File: src/rtl/core/linked_node_queue_assert.svh
// ----------------------------------------------------------------------------
// linked_node_queue_assert
// assertion macros for the linked node queue, clocked on clk, off in reset
// ----------------------------------------------------------------------------
`ifndef LINKED_NODE_QUEUE_ASSERT_SVH
`define LINKED_NODE_QUEUE_ASSERT_SVH

// same-cycle implication
`define LNQ_ASSERT_IMPL(label, ante, cons) \
  label: assert property (@(posedge clk) disable iff (!rst_n) (ante) |-> (cons)) \
    else $error("linked_node_queue assertion failed");

// next-cycle implication
`define LNQ_ASSERT_NEXT(label, ante, cons) \
  label: assert property (@(posedge clk) disable iff (!rst_n) (ante) |=> (cons)) \
    else $error("linked_node_queue assertion failed");

`endif

File: src/rtl/core/lnq_pkg.sv
`timescale 1ns / 1ps
// ----------------------------------------------------------------------------
// lnq_pkg
// codes, field widths and the result record of the linked node queue
// ----------------------------------------------------------------------------
package lnq_pkg;

  // field widths
  localparam int ACTION_W  = 2;
  localparam int NODE_ID_W = 4;
  localparam int VALUE_W   = 64;
  localparam int STATUS_W  = 2;

  // node numbers reachable through the node field
  localparam int NODE_SPACE = 1 << NODE_ID_W;

  // packed beat widths
  localparam int IN_DATA_W  = 72;
  localparam int OUT_DATA_W = 80;

  // action codes
  localparam logic [ACTION_W-1:0] ACT_ENQUEUE = 2'd0;
  localparam logic [ACTION_W-1:0] ACT_DEQUEUE = 2'd1;
  localparam logic [ACTION_W-1:0] ACT_REMOVE  = 2'd2;

  // status codes
  localparam logic [STATUS_W-1:0] ST_DONE   = 2'd0;
  localparam logic [STATUS_W-1:0] ST_MISS   = 2'd1;
  localparam logic [STATUS_W-1:0] ST_QUEUED = 2'd2;

  // one result beat
  typedef struct packed {
    logic [STATUS_W-1:0]  status;
    logic [NODE_ID_W-1:0] node;
    logic [VALUE_W-1:0]   value;
    logic                 empty;
    logic [NODE_ID_W-1:0] head;
  } res_t;

endpackage

File: src/rtl/core/linked_node_queue.sv
`timescale 1ns / 1ps
// Path: an input beat is held in the input stage register, and its result beat is
// registered in the result register and leaves from there when out_tready is high.
// Throughput: one item per cycle; every action finishes in one pass through
// the link registers between the input stage and the result register; a
// result held by out_tready low stalls the input stage behind it.
// Reset: queue empty, no node queued, tail at node zero, both stages empty;
// link and payload stores are not cleared and are read only for queued nodes.
// ----------------------------------------------------------------------------
// linked_node_queue
// fifo over a fixed node pool kept as a doubly linked list, with a
// membership bit per node, explicit head and tail registers and one result
// beat per action
// ----------------------------------------------------------------------------
`include "linked_node_queue_assert.svh"

module linked_node_queue #(
  parameter int POOL_NODES = 16
) (
  input  logic                           clk,
  input  logic                           rst_n,
  // input channel
  input  logic                           in_tvalid,
  output logic                           in_tready,
  input  logic [lnq_pkg::IN_DATA_W-1:0]  in_tdata,   // node_id, item_value, zero pad
  input  logic [lnq_pkg::ACTION_W-1:0]   in_tuser,   // action
  // result channel
  output logic                           out_tvalid,
  input  logic                           out_tready,
  output logic [lnq_pkg::OUT_DATA_W-1:0] out_tdata,  // out_node, out_value,
                                                      // queue_empty, head_node, pad
  output logic [lnq_pkg::STATUS_W-1:0]   out_tuser   // status
);

  // only nodes the node field can name need storage
  localparam int STORE_DEPTH = (POOL_NODES < lnq_pkg::NODE_SPACE) ? POOL_NODES
                                                                   : lnq_pkg::NODE_SPACE;
  localparam int IDX_W = (STORE_DEPTH > 1) ? $clog2(STORE_DEPTH) : 1;
  localparam int PAD_W = lnq_pkg::OUT_DATA_W - lnq_pkg::NODE_ID_W - lnq_pkg::VALUE_W
                         - 1 - lnq_pkg::NODE_ID_W;

  // input stage
  logic                            s1_vld_r;
  logic [lnq_pkg::ACTION_W-1:0]    s1_act_r;
  logic [lnq_pkg::NODE_ID_W-1:0]   s1_node_r;
  logic [lnq_pkg::VALUE_W-1:0]     s1_val_r;

  // result stage
  logic                            out_vld_r;
  lnq_pkg::res_t                   res_r;
  lnq_pkg::res_t                   res_nxt;

  // list state
  logic [IDX_W-1:0]                next_r [STORE_DEPTH];
  logic [IDX_W-1:0]                prev_r [STORE_DEPTH];
  logic [lnq_pkg::VALUE_W-1:0]     pay_r  [STORE_DEPTH];
  logic [STORE_DEPTH-1:0]          member_r, member_nxt;
  logic [IDX_W-1:0]                head_r, head_nxt;
  logic [IDX_W-1:0]                tail_r, tail_nxt;
  logic                            empty_r, empty_nxt;

  // store write ports
  logic                            nxt_we, prv_we, pay_we;
  logic [IDX_W-1:0]                nxt_waddr, nxt_wdata;
  logic [IDX_W-1:0]                prv_waddr, prv_wdata;

  // working signals
  logic                            advance;
  logic                            in_pool;
  logic [IDX_W-1:0]                idx;
  logic                            unlink_go;
  logic [IDX_W-1:0]                tgt;
  logic [IDX_W-1:0]                pred, after;

  // handshake
  assign advance    = s1_vld_r && (!out_vld_r || out_tready);
  assign in_tready  = !s1_vld_r || advance;
  assign out_tvalid = out_vld_r;
  assign out_tuser  = res_r.status;
  assign out_tdata  = {{PAD_W{1'b0}}, res_r.head, res_r.empty, res_r.value, res_r.node};

  assign idx     = s1_node_r[IDX_W-1:0];
  assign in_pool = (32'(s1_node_r) < 32'(POOL_NODES));
  assign pred    = prev_r[tgt];
  assign after   = next_r[tgt];

  // action decode and list update
  always_comb begin
    res_nxt.status = lnq_pkg::ST_MISS;
    res_nxt.node   = s1_node_r;
    res_nxt.value  = '0;
    member_nxt     = member_r;
    head_nxt       = head_r;
    tail_nxt       = tail_r;
    empty_nxt      = empty_r;
    nxt_we         = 1'b0;
    prv_we         = 1'b0;
    pay_we         = 1'b0;
    nxt_waddr      = tail_r;
    nxt_wdata      = idx;
    prv_waddr      = idx;
    prv_wdata      = tail_r;
    unlink_go      = 1'b0;
    tgt            = head_r;

    case (s1_act_r)
      lnq_pkg::ACT_ENQUEUE: begin
        if (in_pool && member_r[idx]) begin
          res_nxt.status = lnq_pkg::ST_QUEUED;
        end else if (in_pool) begin
          // link behind the tail; tail-to-head links are implied by head and tail
          if (empty_r) begin
            head_nxt = idx;
          end else begin
            nxt_we = 1'b1;
            prv_we = 1'b1;
          end
          tail_nxt        = idx;
          empty_nxt       = 1'b0;
          pay_we          = 1'b1;
          member_nxt[idx] = 1'b1;
          res_nxt.status  = lnq_pkg::ST_DONE;
        end
      end
      lnq_pkg::ACT_DEQUEUE: begin
        if (empty_r) begin
          res_nxt.node = '0;
        end else begin
          unlink_go      = 1'b1;
          tgt            = head_r;
          res_nxt.node   = lnq_pkg::NODE_ID_W'(head_r);
          res_nxt.status = lnq_pkg::ST_DONE;
        end
      end
      lnq_pkg::ACT_REMOVE: begin
        if (in_pool && !empty_r && member_r[idx]) begin
          unlink_go      = 1'b1;
          tgt            = idx;
          res_nxt.status = lnq_pkg::ST_DONE;
        end
      end
      default: begin
        res_nxt.status = lnq_pkg::ST_MISS;
      end
    endcase

    // unlink one queued node
    if (unlink_go) begin
      res_nxt.value   = pay_r[tgt];
      member_nxt[tgt] = 1'b0;
      if (head_r == tail_r) begin
        empty_nxt = 1'b1;
      end else if (tgt == head_r) begin
        head_nxt = after;
      end else if (tgt == tail_r) begin
        tail_nxt = pred;
      end else begin
        nxt_we    = 1'b1;
        nxt_waddr = pred;
        nxt_wdata = after;
        prv_we    = 1'b1;
        prv_waddr = after;
        prv_wdata = pred;
      end
    end

    res_nxt.empty = empty_nxt;
    res_nxt.head  = empty_nxt ? '0 : lnq_pkg::NODE_ID_W'(head_nxt);
  end

  // input stage register
  always_ff @(posedge clk) begin
    if (!rst_n) begin
      s1_vld_r <= 1'b0;
    end else if (in_tready) begin
      s1_vld_r <= in_tvalid;
    end
  end

  always_ff @(posedge clk) begin
    if (in_tready && in_tvalid) begin
      s1_act_r  <= in_tuser;
      s1_node_r <= in_tdata[lnq_pkg::NODE_ID_W-1:0];
      s1_val_r  <= in_tdata[lnq_pkg::NODE_ID_W +: lnq_pkg::VALUE_W];
    end
  end

  // result register
  always_ff @(posedge clk) begin
    if (!rst_n) begin
      out_vld_r <= 1'b0;
    end else if (advance) begin
      out_vld_r <= 1'b1;
    end else if (out_tready) begin
      out_vld_r <= 1'b0;
    end
  end

  always_ff @(posedge clk) begin
    if (advance) begin
      res_r <= res_nxt;
    end
  end

  // queue control state
  always_ff @(posedge clk) begin
    if (!rst_n) begin
      member_r <= '0;
      head_r   <= '0;
      tail_r   <= '0;
      empty_r  <= 1'b1;
    end else if (advance) begin
      member_r <= member_nxt;
      head_r   <= head_nxt;
      tail_r   <= tail_nxt;
      empty_r  <= empty_nxt;
    end
  end

  // link and payload stores
  always_ff @(posedge clk) begin
    if (advance && nxt_we) begin
      next_r[nxt_waddr] <= nxt_wdata;
    end
    if (advance && prv_we) begin
      prev_r[prv_waddr] <= prv_wdata;
    end
    if (advance && pay_we) begin
      pay_r[idx] <= s1_val_r;
    end
  end

  // an empty queue holds no member
  `LNQ_ASSERT_IMPL(a_empty_no_members, empty_r, member_r == '0)
  // head and tail of a filled queue are queued nodes
  `LNQ_ASSERT_IMPL(a_ends_queued, !empty_r, member_r[head_r] && member_r[tail_r])
  // a dequeue that hits takes its head out of the queue
  `LNQ_ASSERT_NEXT(a_dequeue_clears, advance && !empty_r &&
                   s1_act_r == lnq_pkg::ACT_DEQUEUE, !member_r[$past(head_r)])

endmodule

File: config.mk
export PLATFORM = sky130hd
export DESIGN_NAME = linked_node_queue
export DESIGN_NICKNAME = d
export VERILOG_FILES = /design/src/rtl/core/lnq_pkg.sv /design/src/rtl/core/linked_node_queue.sv
export VERILOG_INCLUDE_DIRS = /design/src /design/src/rtl/core
export SDC_FILE = /design/constraint.sdc
export NUM_CORES = 1
export LEC_CHECK = 0
export ABC_AREA = 1
export CORE_ASPECT_RATIO = 1.25
export CORE_MARGIN = 4
export CORE_UTILIZATION = 40
export CTS_CLUSTER_DIAMETER = 120
export DETAILED_ROUTE_END_ITERATION = 16
export DONT_BUFFER_PORTS = 1
export GPL_TIMING_DRIVEN = 1
export HOLD_SLACK_MARGIN = 0.15
export SYNTH_ARGS = -nofsm -noshare
export SYNTH_HDL_FRONTEND = slang
export SYNTH_SLANG_ARGS = --single-unit
File: constraint.sdc
create_clock -name clk -period 6.6 [get_ports clk]
set_input_delay 0.66 -clock clk [delete_from_list [all_inputs] [get_ports clk]]
set_output_delay 0.66 -clock clk [all_outputs]
set_load 0.1 [all_outputs]
# Word level (Yosys, flattened, before mapping)
# Memories as Yosys holds them, arrays and structs flattened. A register that Yosys moved wholly into a read port is not among the register bits.
# Index checks and enable logic that the tools add are counted.
op_classes:
  order_cmp: 4
  n_eq_ne: 5
  mux: 58
  n_bitwise: 3
  n_reduce_logical: 15
ops:
  columns: ["cell", "n"]
  rows:
  - ["$mux 4", 24]
  - ["$mux 16", 3]
  - ["$mux 1", 25]
  - ["$and 16x16->16", 1]
  - ["$not 16->16", 1]
  - ["$or 16x16->16", 1]
  - ["$eq 4x4->1", 3]
  - ["$lt 4x5->1 const B", 2]
  - ["$demux 1 s4", 2]
  - ["$ge 4x1->1 const B", 2]
  - ["$logic_and 1x1->1", 7]
  - ["$pmux 2 s3", 1]
  - ["$bmux 1 s4", 1]
  - ["$logic_not 1->1", 4]
  - ["$eq 2x1->1 const B", 1]
  - ["$eq 2x2->1 const B", 1]
  - ["$logic_not 2->1", 1]
  - ["$logic_or 1x1->1", 2]
  - ["$mux 2", 1]
  - ["$pmux 1 s2", 1]
  - ["$reduce_bool 2->1", 1]
word_totals:
  reg_bits: 108
  mem_bits_rw: 1152
  inputBits: 78
  out_inout_bits: 84
  wordCells: 101
  memories: 3
mem_list:
  columns: ["name", "depth", "word_bits", "rd", "rd_ports_with_merged_regs", "write_ports", "line", "rtl"]
  rows:
  - ["pay_r", 16, 64, 1, 1, 1, "linked_node_queue.sv:56", "logic [lnq_pkg::VALUE_W-1:0] pay_r [STORE_DEPTH];"]
  - ["next_r", 16, 4, 1, 0, 1, "linked_node_queue.sv:54", "logic [IDX_W-1:0] next_r [STORE_DEPTH];"]
  - ["prev_r", 16, 4, 1, 0, 1, "linked_node_queue.sv:55", "logic [IDX_W-1:0] prev_r [STORE_DEPTH];"]

# Depth between registers and ports, before layout
# Gate-level depths: netlist of the first run.
logic_depth:
  depth_word: 13
  depth_mapped: 25
  mapped_depth_nobuf: 24

# Worst setup path after synthesis of the first run
# No wires, ideal clock.
synth_path:
  path_kind: "flip-flop to flip-flop"
  startpoint: "register s1_node_r (netlist bit idx[0])"
  endpoint: "register member_r[10]"
  setup_time_ns: 0.084
  arrival_ns: 4.976
  t_required_ns: 6.516
  setup_slack_ns: 1.541
  path_stages_with_launch: 17
  path_buffers: 1
  synth_period_minus_slack_ns: 5.059
  cell_sequence: "edfxtp_1 > buf_4 > nand2_1 > nand2_1 > nand2_1 > nand2_1 > nand2_1 > nand2_1 > inv_2 > nand2_4 > nor2_1 > inv_1 > nor2_1 > nand3_1 > nor2_1 > o21ai_0 > a31oi_1"
synth_between:
  elab_chain_cells: 12
  word_cells_on_any_way: 23
  classes_between: "order compare: 4; mux: 13; bitwise: 3; reduce/logical: 3"
synth_rtl:
  columns: ["element", "line", "rtl"]
  rows:
  - ["start: declaration", "linked_node_queue.sv:45", "logic [lnq_pkg::NODE_ID_W-1:0] s1_node_r;"]
  - ["start signal: assignment", "linked_node_queue.sv:183", "s1_node_r <= in_tdata[lnq_pkg::NODE_ID_W-1:0];"]
  - ["$bmux 1 s4", "linked_node_queue.sv:108, linked_node_queue.sv:136", null]
  - ["$mux 1 (not written as such)", "linked_node_queue.sv:108, linked_node_queue.sv:136", null]
  - ["$logic_and 1x1->1", "linked_node_queue.sv:136", "if (in_pool && !empty_r && member_r[idx]) begin"]
  - ["$mux 4", "linked_node_queue.sv:136", null]
  - ["$mux 4", null, null]
  - ["$lt 4x5->1 (not written as such) or $ge 4x1->1 (tied branches)", "linked_node_queue.sv:150", "member_nxt[tgt] = 1'b0;"]
  - ["$logic_and 1x1->1 (not written as such)", "linked_node_queue.sv:150", null]
  - ["$mux 1 (not written as such)", "linked_node_queue.sv:150", null]
  - ["$demux 1 s4", "linked_node_queue.sv:150", null]
  - ["$not 16->16 (no line)", null, null]
  - ["$and 16x16->16 (no line)", null, null]
  - ["$mux 16 (*)", "linked_node_queue.sv:148", "if (unlink_go) begin"]
  - ["end signal: assignment", "linked_node_queue.sv:213", "member_r <= member_nxt;"]
  - ["end: declaration", "linked_node_queue.sv:57", "logic [STORE_DEPTH-1:0] member_r, member_nxt;"]
# Every way passes the cells marked *; elsewhere a longest branch is shown, timed or not. The select of a mux whose other input is x is not followed.
# A chain may end at the register's enable or synchronous reset.

# Worst setup path in the final report of the first run
layout_path:
  startpoint: "register s1_node_r (netlist bit idx[0])"
  endpoint: "memory next_r[9][3] in the netlist's numbering (enable)"
layout_between:
  word_cells_on_any_way: 23
  classes_between: "eq/ne: 2; mux: 18; reduce/logical: 2; memory: 1"
layout_lines:
  columns: ["element", "line", "rtl"]
  rows:
  - ["$bmux 1 s4", "linked_node_queue.sv:136", null]
  - ["$mux 1 (not written as such)", "linked_node_queue.sv:136", null]
  - ["$logic_and 1x1->1", "linked_node_queue.sv:136", null]
  - ["$mux 4", "linked_node_queue.sv:136", null]
  - ["$mux 4", null, null]
  - ["$mem_v2 16x4 or $eq 4x4->1 (tied branches)", null, null]
  - ["$mux 4", "linked_node_queue.sv:155", "end else if (tgt == tail_r) begin"]
  - ["$mux 4", "linked_node_queue.sv:153", "end else if (tgt == head_r) begin"]
  - ["$mux 4", "linked_node_queue.sv:151", "if (head_r == tail_r) begin"]
  - ["$mux 4 (*)", "linked_node_queue.sv:148", null]
  - ["via nxt_waddr[3]", "linked_node_queue.sv:64", "logic [IDX_W-1:0] nxt_waddr, nxt_wdata;"]
  - ["end: declaration", "linked_node_queue.sv:54", null]
# Mark *: on every way through the listed nets, which the timed path passes. The rest lies on a longest branch. The select of a mux whose other input is x is not followed.

==> results of run 1 <==
==> where the power goes <==
group          switching [mW]  internal, mW
clock                    3.03          3.89
combinational           0.653         0.277
sequential              0.277          9.30
==> final cells by class <==
class,instances,area (sq um)
multi-input combinational,1760,9580
clock buffer,144,3180
tap,1617,2020
timing repair buffer,140,1430
sequential,1324,39500
inverter,117,455
antenna,4,10.0
fill,10800,68100
clock inverter,76,709
==> per-layer routing <==
metal	track usage	wire (um)	up-vias
li1	-	-	12900
met1	0.244	52800	14500
met2	0.331	64000	900
met3	0.0260	7190	177
met4	0.0569	3040	2
met5	0	13	-
==> worst paths after layout <==
kind                       startpoint                  endpoint  slack, ns  cells past startpoint
min reg2reg  member_r[0]$_SDFFE_PN0P_  member_r[0]$_SDFFE_PN0P_       0.52                      2
max reg2reg          idx[0]$_DFFE_PP_    next_r[9][3]$_DFFE_PP_       1.70                     22
min                             rst_n    tail_r[2]$_SDFFE_PN0P_       0.34                      2
max                  idx[0]$_DFFE_PP_    next_r[9][3]$_DFFE_PP_       1.70                     22
==> worst register-to-register path: stages (launching register included) <==
cell and delay [ns]:
edfxtp_1 0.75, inv_2 0.29, nand2_1 0.12, nand2_1 0.05, nand2_1 0.08, nand2_1 0.06, nand2_1 0.05, nand2_1 0.07
inv_2 0.08, nand2_4 0.08, nand3_4 0.11, nand2_4 0.07, nand2_4 0.23, buf_4 0.44, buf_4 0.32, nand2_1 0.08
nand3_1 0.07, nand3_1 0.12, nand2_1 0.10, nor2_1 0.09, o21ai_2 0.62, nand2_1 0.28, nor2_1 0.39
==> cell usage after synthesis (40+ instances only) <==
library cell	count	area share
a22oi_1	512	0.076
nand3_1	146	0.015
a21oi_1	40	0.0040
nand4_1	44	0.0055
nand3b_1	40	0.0060
inv_1	105	0.0078
edfxtp_1	1297	0.77
clkbuf_1	45	0.0034
and2_1	43	0.0053
nor2_1	113	0.0084
nand2_1	730	0.054
buf_2	117	0.012
==> flip-flops by register name (all words and copies together) (netlist names) <==
register    cells
next_r         64
idx             4
s1_act_r        2
s1_val_r       64
s1_vld_r        1
prev_r         64
pay_r        1024
tail_r          4
head_r          4
member_r       16
out_tuser       2
empty_r         1
out_tvalid      1
out_tdata      73
==> logic make-up (layout without fill, tap and decap cells) <==
group                    Yosys count  after routing  synth area share
XOR/XNOR                           4              4          0.000697
other                              1             11         0.0000745
AND/OR/NAND/NOR                 1138           1138            0.0981
flip-flops                      1324           1324             0.785
adder cells (fa/ha/maj)            4              4          0.000995
buffers and inverters            307            477            0.0278
AO/OA/AOI/OAI                    607            607            0.0873
==> stage by stage <==
step | hold slack (ns) | cell area, sq um | utilization | power (mW) | cells
after floorplan | 0.467 | 50300 | - | 10.3 | 3391
after global placement | 0.486 | 52300 | 0.418 | 10.6 | 4885
after detailed placement | 0.495 | 52300 | 0.418 | 10.6 | 4885
after CTS | 0.261 | 56900 | 0.455 | 17.6 | 5178
after global routing | 0.346 | 56900 | 0.455 | 18.0 | 5178
final | 0.340 | 56900 | 0.455 | 17.4 | 5182
==> repair_timing <==
action | 4_1_cts | 5_1_grt
setup endpoints to repair | 0 | 0
setup buffers | 0 | 0
resized for setup | 0 | 0
endpoints found under the hold margin | 88 | 0
hold buffers | 73 | 0
==> impl_metrics.py, run 1 <==
metrics = {
    "clocking": {
        "cts-htree-levels": 3,
        "clockBufferDepth": 3,
        "cts-root-buf": "clkbuf_16",
        "cts_buffers": 121,
        "cts.sinks": 1324,
        "clkTransAtPathRegs_ns": 0.07,
        "insertion_delay_ns": 0.72,
        "cts_tree": "built",
    },
    "route": {
        "drtAntennaViolNets": 0,
        "post_drt_wl_per_cell_um": 24.5,
        "vias": 28500,
        "drc": 0,
        "viasPerCell": 5.50,
        "drt-initial-drc-count": 2675,
        "wirelength_um": 127000,
        "drtPass1Iterations": 7,
    },
    "die": {
        "rows": 145,
        "die_w_um": 325,
        "dieArea_sq_um": 132000,
        "ios": 162,
        "die_h_um": 404,
        "start_util": 0.402,
        "core_area_sq_um": 125000,
    },
    "grt": {
        "gr-usage-all-layers": 0.188,
        "grt_overflow": 0,
        "grt_first_pass_wirelength_um": 187000,
        "grt_max_degree": 123,
        "grt_pass1_vias": 28600,
        "antenna_found_initial": 8,
    },
    "critical_path": {
        "cp.buffers_inverters": 4,
        "worst-path-max-fanout": 33,
        "cp.arrival_ns": 5.26,
        "critPathMaxStageDelay_ns": 0.75,
        "crit_chain": "inv_2 > nand2_1 > nand2_1 > nand2_1 > nand2_1 > nand2_1 > nand2_1 > inv_2 > nand2_4 > nand3_4 > nand2_4 > nand2_4 > buf_4 > buf_4 > nand2_1 > nand3_1 > nand3_1 > nand2_1 > nor2_1 > o21ai_2 > nand2_1 > nor2_1",
        "path_delay_family": "simple AND/OR/NAND/NOR gates",
        "cp.required_ns": 6.97,
        "crit_path_end_kind": "flip-flop",
        "critPathSlowestCell": "edfxtp_1",
        "crit_top_cell": "nand2_1",
        "startpoint_type": "flip-flop",
        "crit_type": "flip-flop to flip-flop",
    },
    "synth": {
        "synthCells": 3385,
        "yosysUniqueCellTypes": 40,
        "syn_avg_cell_area_sq_um": 14.9,
        "synth_seq_cells": 1324,
        "synthArstFlopShare": 0,
        "syn_area_sq_um": 50300,
        "synth_ff_type": "edfxtp_1",
        "synth_warnings": 0,
        "synth_edf_count": 1297,
        "synth_seq_area_share": 0.785,
    },
    "sta": {
        "finalCriticalPeriod_ns": 4.90,
        "fmax_ghz": 0.204,
        "rsz0062_at_grt": "no",
        "clock_skew_ns": 0.0412,
        "final_max_slew_viol_count": 0,
        "finalSetupTns_ns": 0,
        "setup_viol": 0,
        "fin_crit_sh": 0.742,
        "setup_slack_ns": 1.70,
        "worst_pin_slew_ns": 1.11,
        "hold_viol": 0,
        "relSlewSlack": 0.259,
    },
    "placement": {
        "place.gp.congestion": 0.830,
        "port_buffers": 0,
        "place_hpwl_um": 64100,
        "place_ws_ns": 1.81,
    },
    "layout": {
        "layout_commonest_cell": "edfxtp_1",
        "nets": 3546,
        "final_cell_mix": "edfxtp_1, nand2_1, a22oi_1",
        "area_growth_pct": 13.1,
        "drive_gt1_frac": 0.0823,
    },
    "power": {
        "peakVddDrop_mv": 0.218,
        "power_density_nw_per_um2": 306,
        "p_leak_nw": 19.0,
    },
    "min_path": {
        "hp-class": "input pin to flip-flop",
    },
    "flow_run": {
        "maxCapViolations": 0,
    },
    "outcome": {
        "status": "completed",
    },
}
(Power assumes the default switching activity.)
==> inputs of run 2 (changes only) <==
ABC_AREA = 0   (was 1)
clock period = 4.59 ns   (was 6.6 ns; I/O delays follow)
==> run 2 against run 1 <==
Compared with the run above:
- area after synthesis is 0.96% higher
- sequential cell count unchanged
- non-clock buffer count grew 99
- cell count down 13%
- count of clock-buffer cells in the layout rose by 32
- worst hold slack got worse by 0.025 ns
- critical path type unchanged
- largest cell class unchanged
- largest power group unchanged
==> impl_metrics.py, run 2 <==
metrics = {
    "sta": {
        "fin_crit_sh": 0.974,
        "rsz0062_at_grt": "yes",
        "worst_pin_slew_ns": 1.14,
        "fmax_ghz": 0.224,
        "setup_viol": 0,
        "final_max_slew_viol_count": 0,
        "clock_skew_ns": 0.0383,
        "finalCriticalPeriod_ns": 4.47,
        "relSlewSlack": 0.243,
        "finalSetupTns_ns": 0,
        "hold_viol": 0,
    },
    "grt": {
        "grt_pass1_vias": 26900,
        "grt_overflow": 0,
        "antenna_found_initial": 13,
        "grt_first_pass_wirelength_um": 187000,
        "grt_max_degree": 83,
        "gr-usage-all-layers": 0.193,
    },
    "route": {
        "drtPass1Iterations": 6,
        "vias": 25900,
        "drc": 0,
        "drtAntennaViolNets": 0,
        "drt-initial-drc-count": 2562,
        "wirelength_um": 128000,
        "viasPerCell": 5.73,
        "post_drt_wl_per_cell_um": 28.4,
    },
    "synth": {
        "syn_area_sq_um": 50800,
        "synthCells": 2487,
        "yosys.cell_count.top_type": "edfxtp_1",
        "synthTopCellsByCount": "edfxtp_1, mux4_2, a22oi_1, nand2_1, a21oi_1",
        "yosys.area.top_type": "edfxtp_1",
        "syn_avg_cell_area_sq_um": 20.4,
        "synth_seq_cells": 1324,
        "synth_edf_count": 1297,
        "synth_ff_type": "edfxtp_1",
        "synthArstFlopShare": 0,
        "synth_warnings": 0,
        "yosysUniqueCellTypes": 79,
        "yosysTopAreaCellShare": 0.767,
        "synth_seq_area_share": 0.778,
        "synthTopCellsByArea": "edfxtp_1, mux4_2, a22oi_1",
    },
    "critical_path": {
        "worst-path-max-fanout": 17,
        "crit_top_cell": "buf_4",
        "path_delay_family": "compound AO/OA/AOI/OAI gates",
        "crit_type": "flip-flop to flip-flop",
        "crit_chain": "buf_12 > mux2i_1 > mux4_2 > or3_4 > buf_4 > and3_1 > o21ai_0 > a21boi_0 > a2111oi_4 > buf_4 > a311oi_1 > a41oi_1 > buf_4 > nor3_1 > buf_4",
        "cp.required_ns": 5.09,
        "critPathSlowestCell": "mux4_2",
        "crit_path_end_kind": "flip-flop",
        "startpoint_type": "flip-flop",
        "critPathMaxStageDelay_ns": 0.51,
        "cp.arrival_ns": 4.98,
        "cp.buffers_inverters": 5,
    },
    "clocking": {
        "cts-htree-levels": 4,
        "cts_tree": "built",
        "clockBufferDepth": 3,
        "cts.sinks": 1324,
        "cts-root-buf": "clkbuf_16",
        "clkTransAtPathRegs_ns": 0.06,
        "cts_buffers": 133,
        "insertion_delay_ns": 0.76,
    },
    "die": {
        "start_util": 0.405,
        "die_w_um": 327,
        "ios": 162,
        "dieArea_sq_um": 133000,
        "rows": 145,
        "core_area_sq_um": 126000,
        "die_h_um": 406,
    },
    "layout": {
        "fillers": 10400,
        "area_growth_pct": 16.2,
        "fin_area_sq_um": 59000,
        "drive_gt1_frac": 0.237,
        "nets": 2804,
        "final_cell_mix": "edfxtp_1, mux4_2, a22oi_1",
        "largest_reg_flops": 1024,
        "layout_commonest_cell": "edfxtp_1",
        "top_register": "pay_r",
    },
    "power": {
        "power_density_nw_per_um2": 419,
        "p_leak_nw": 18.6,
        "peakVddDrop_mv": 0.283,
    },
    "min_path": {
        "hp-class": "input pin to flip-flop",
    },
    "placement": {
        "port_buffers": 0,
        "place.gp.congestion": 0.906,
        "place_hpwl_um": 68100,
        "postPlaceCellArea_sq_um": 54100,
    },
    "outcome": {
        "status": "completed",
    },
    "flow_run": {
        "maxCapViolations": 0,
    },
}
-- run 2: cell count changes after synthesis, sizes merged, moves of 39 or more --
cell    delta
a21oi     +59
a22oi    -364
buf       -86
clkbuf    +41
inv      -103
mux4     +257
nand2    -637
nand3    -104
nand3b    -40
nand4     -39
nor2      -58
-- run 2: stage by stage --
step | setup slack [ns] | util | hold WS [ns] | power [mW] | cells
6_report | 0.118 | 0.470 | 0.315 | 24.7 | 4518
5_1_grt | -0.00177 | 0.470 | 0.283 | 25.5 | 4513
4_1_cts | 0.0798 | 0.469 | 0.263 | 25.0 | 4508
3_5_place_dp | 0.101 | 0.431 | 0.507 | 14.6 | 4201
3_3_place_gp | 0.196 | 0.431 | 0.499 | 14.5 | 4201
2_1_floorplan | -0.453 | - | 0.486 | 14.3 | 2493
-- run 2: kinds of logic after synthesis --
family,synth area share
compound gates,0.0562
flops,0.778
fa+ha+maj,0.000986
mux,0.122
xor+xnor,0.00121
other cells,0.0000738
simple gates,0.0278
buf+inv,0.0143
-- run 2: final cells by class --
| type | instances | area [sq um] | area share |
|---|---|---|---|
| Tap cell | 1690 | 2110 | 0.0358 |
| Clock buffer | 176 | 3660 | 0.0620 |
| Multi-Input combinational cell | 1010 | 10800 | 0.183 |
| Sequential cell | 1324 | 39500 | 0.669 |
| Antenna cell | 8 | 20.0 | 0.000339 |
| Clock inverter | 57 | 463 | 0.00785 |
| Timing Repair Buffer | 239 | 2420 | 0.0410 |
| Inverter | 14 | 55.1 | 0.000933 |
-- run 2: timing repair --
action	in CTS	in global routing
buffers inserted	0	2
hold buffers	74	0
endpoints found under the setup margin	0	23
gates resized for setup	0	4
endpoints found under the hold margin	97	0
-- run 2: where the power goes --
group	switching (mW)	total [mW]	internal, mW
clock network	4.45	10.3	5.89
logic	0.382	0.630	0.248
registers	0.379	13.7	13.4
total	5.21	24.7	19.5
-- run 2: path summary, 6_finish.rpt --
kind	startpoint	to	slack, ns	depth (start not counted)
setup / recovery	idx[0]$_DFFE_PP_	next_r[15][0]$_DFFE_PP_	0.12	15
hold / removal	in_tvalid	idx[0]$_DFFE_PP_	0.31	1
setup reg to reg	idx[0]$_DFFE_PP_	next_r[15][0]$_DFFE_PP_	0.12	15
hold reg to reg	member_r[11]$_SDFFE_PN0P_	member_r[11]$_SDFFE_PN0P_	0.55	2
-- run 2: routing by layer --
| metal | part of all wire | wire length, um | up-vias | GRT usage |
|---|---|---|---|---|
| met5 | 0.00043 | 55 | - | 0 |
| met4 | 0.022 | 2790 | 8 | 0.0530 |
| met3 | 0.070 | 9020 | 202 | 0.0395 |
| met2 | 0.49 | 63400 | 1011 | 0.321 |
| met1 | 0.41 | 52900 | 13800 | 0.261 |
| li1 | - | - | 10900 | - |
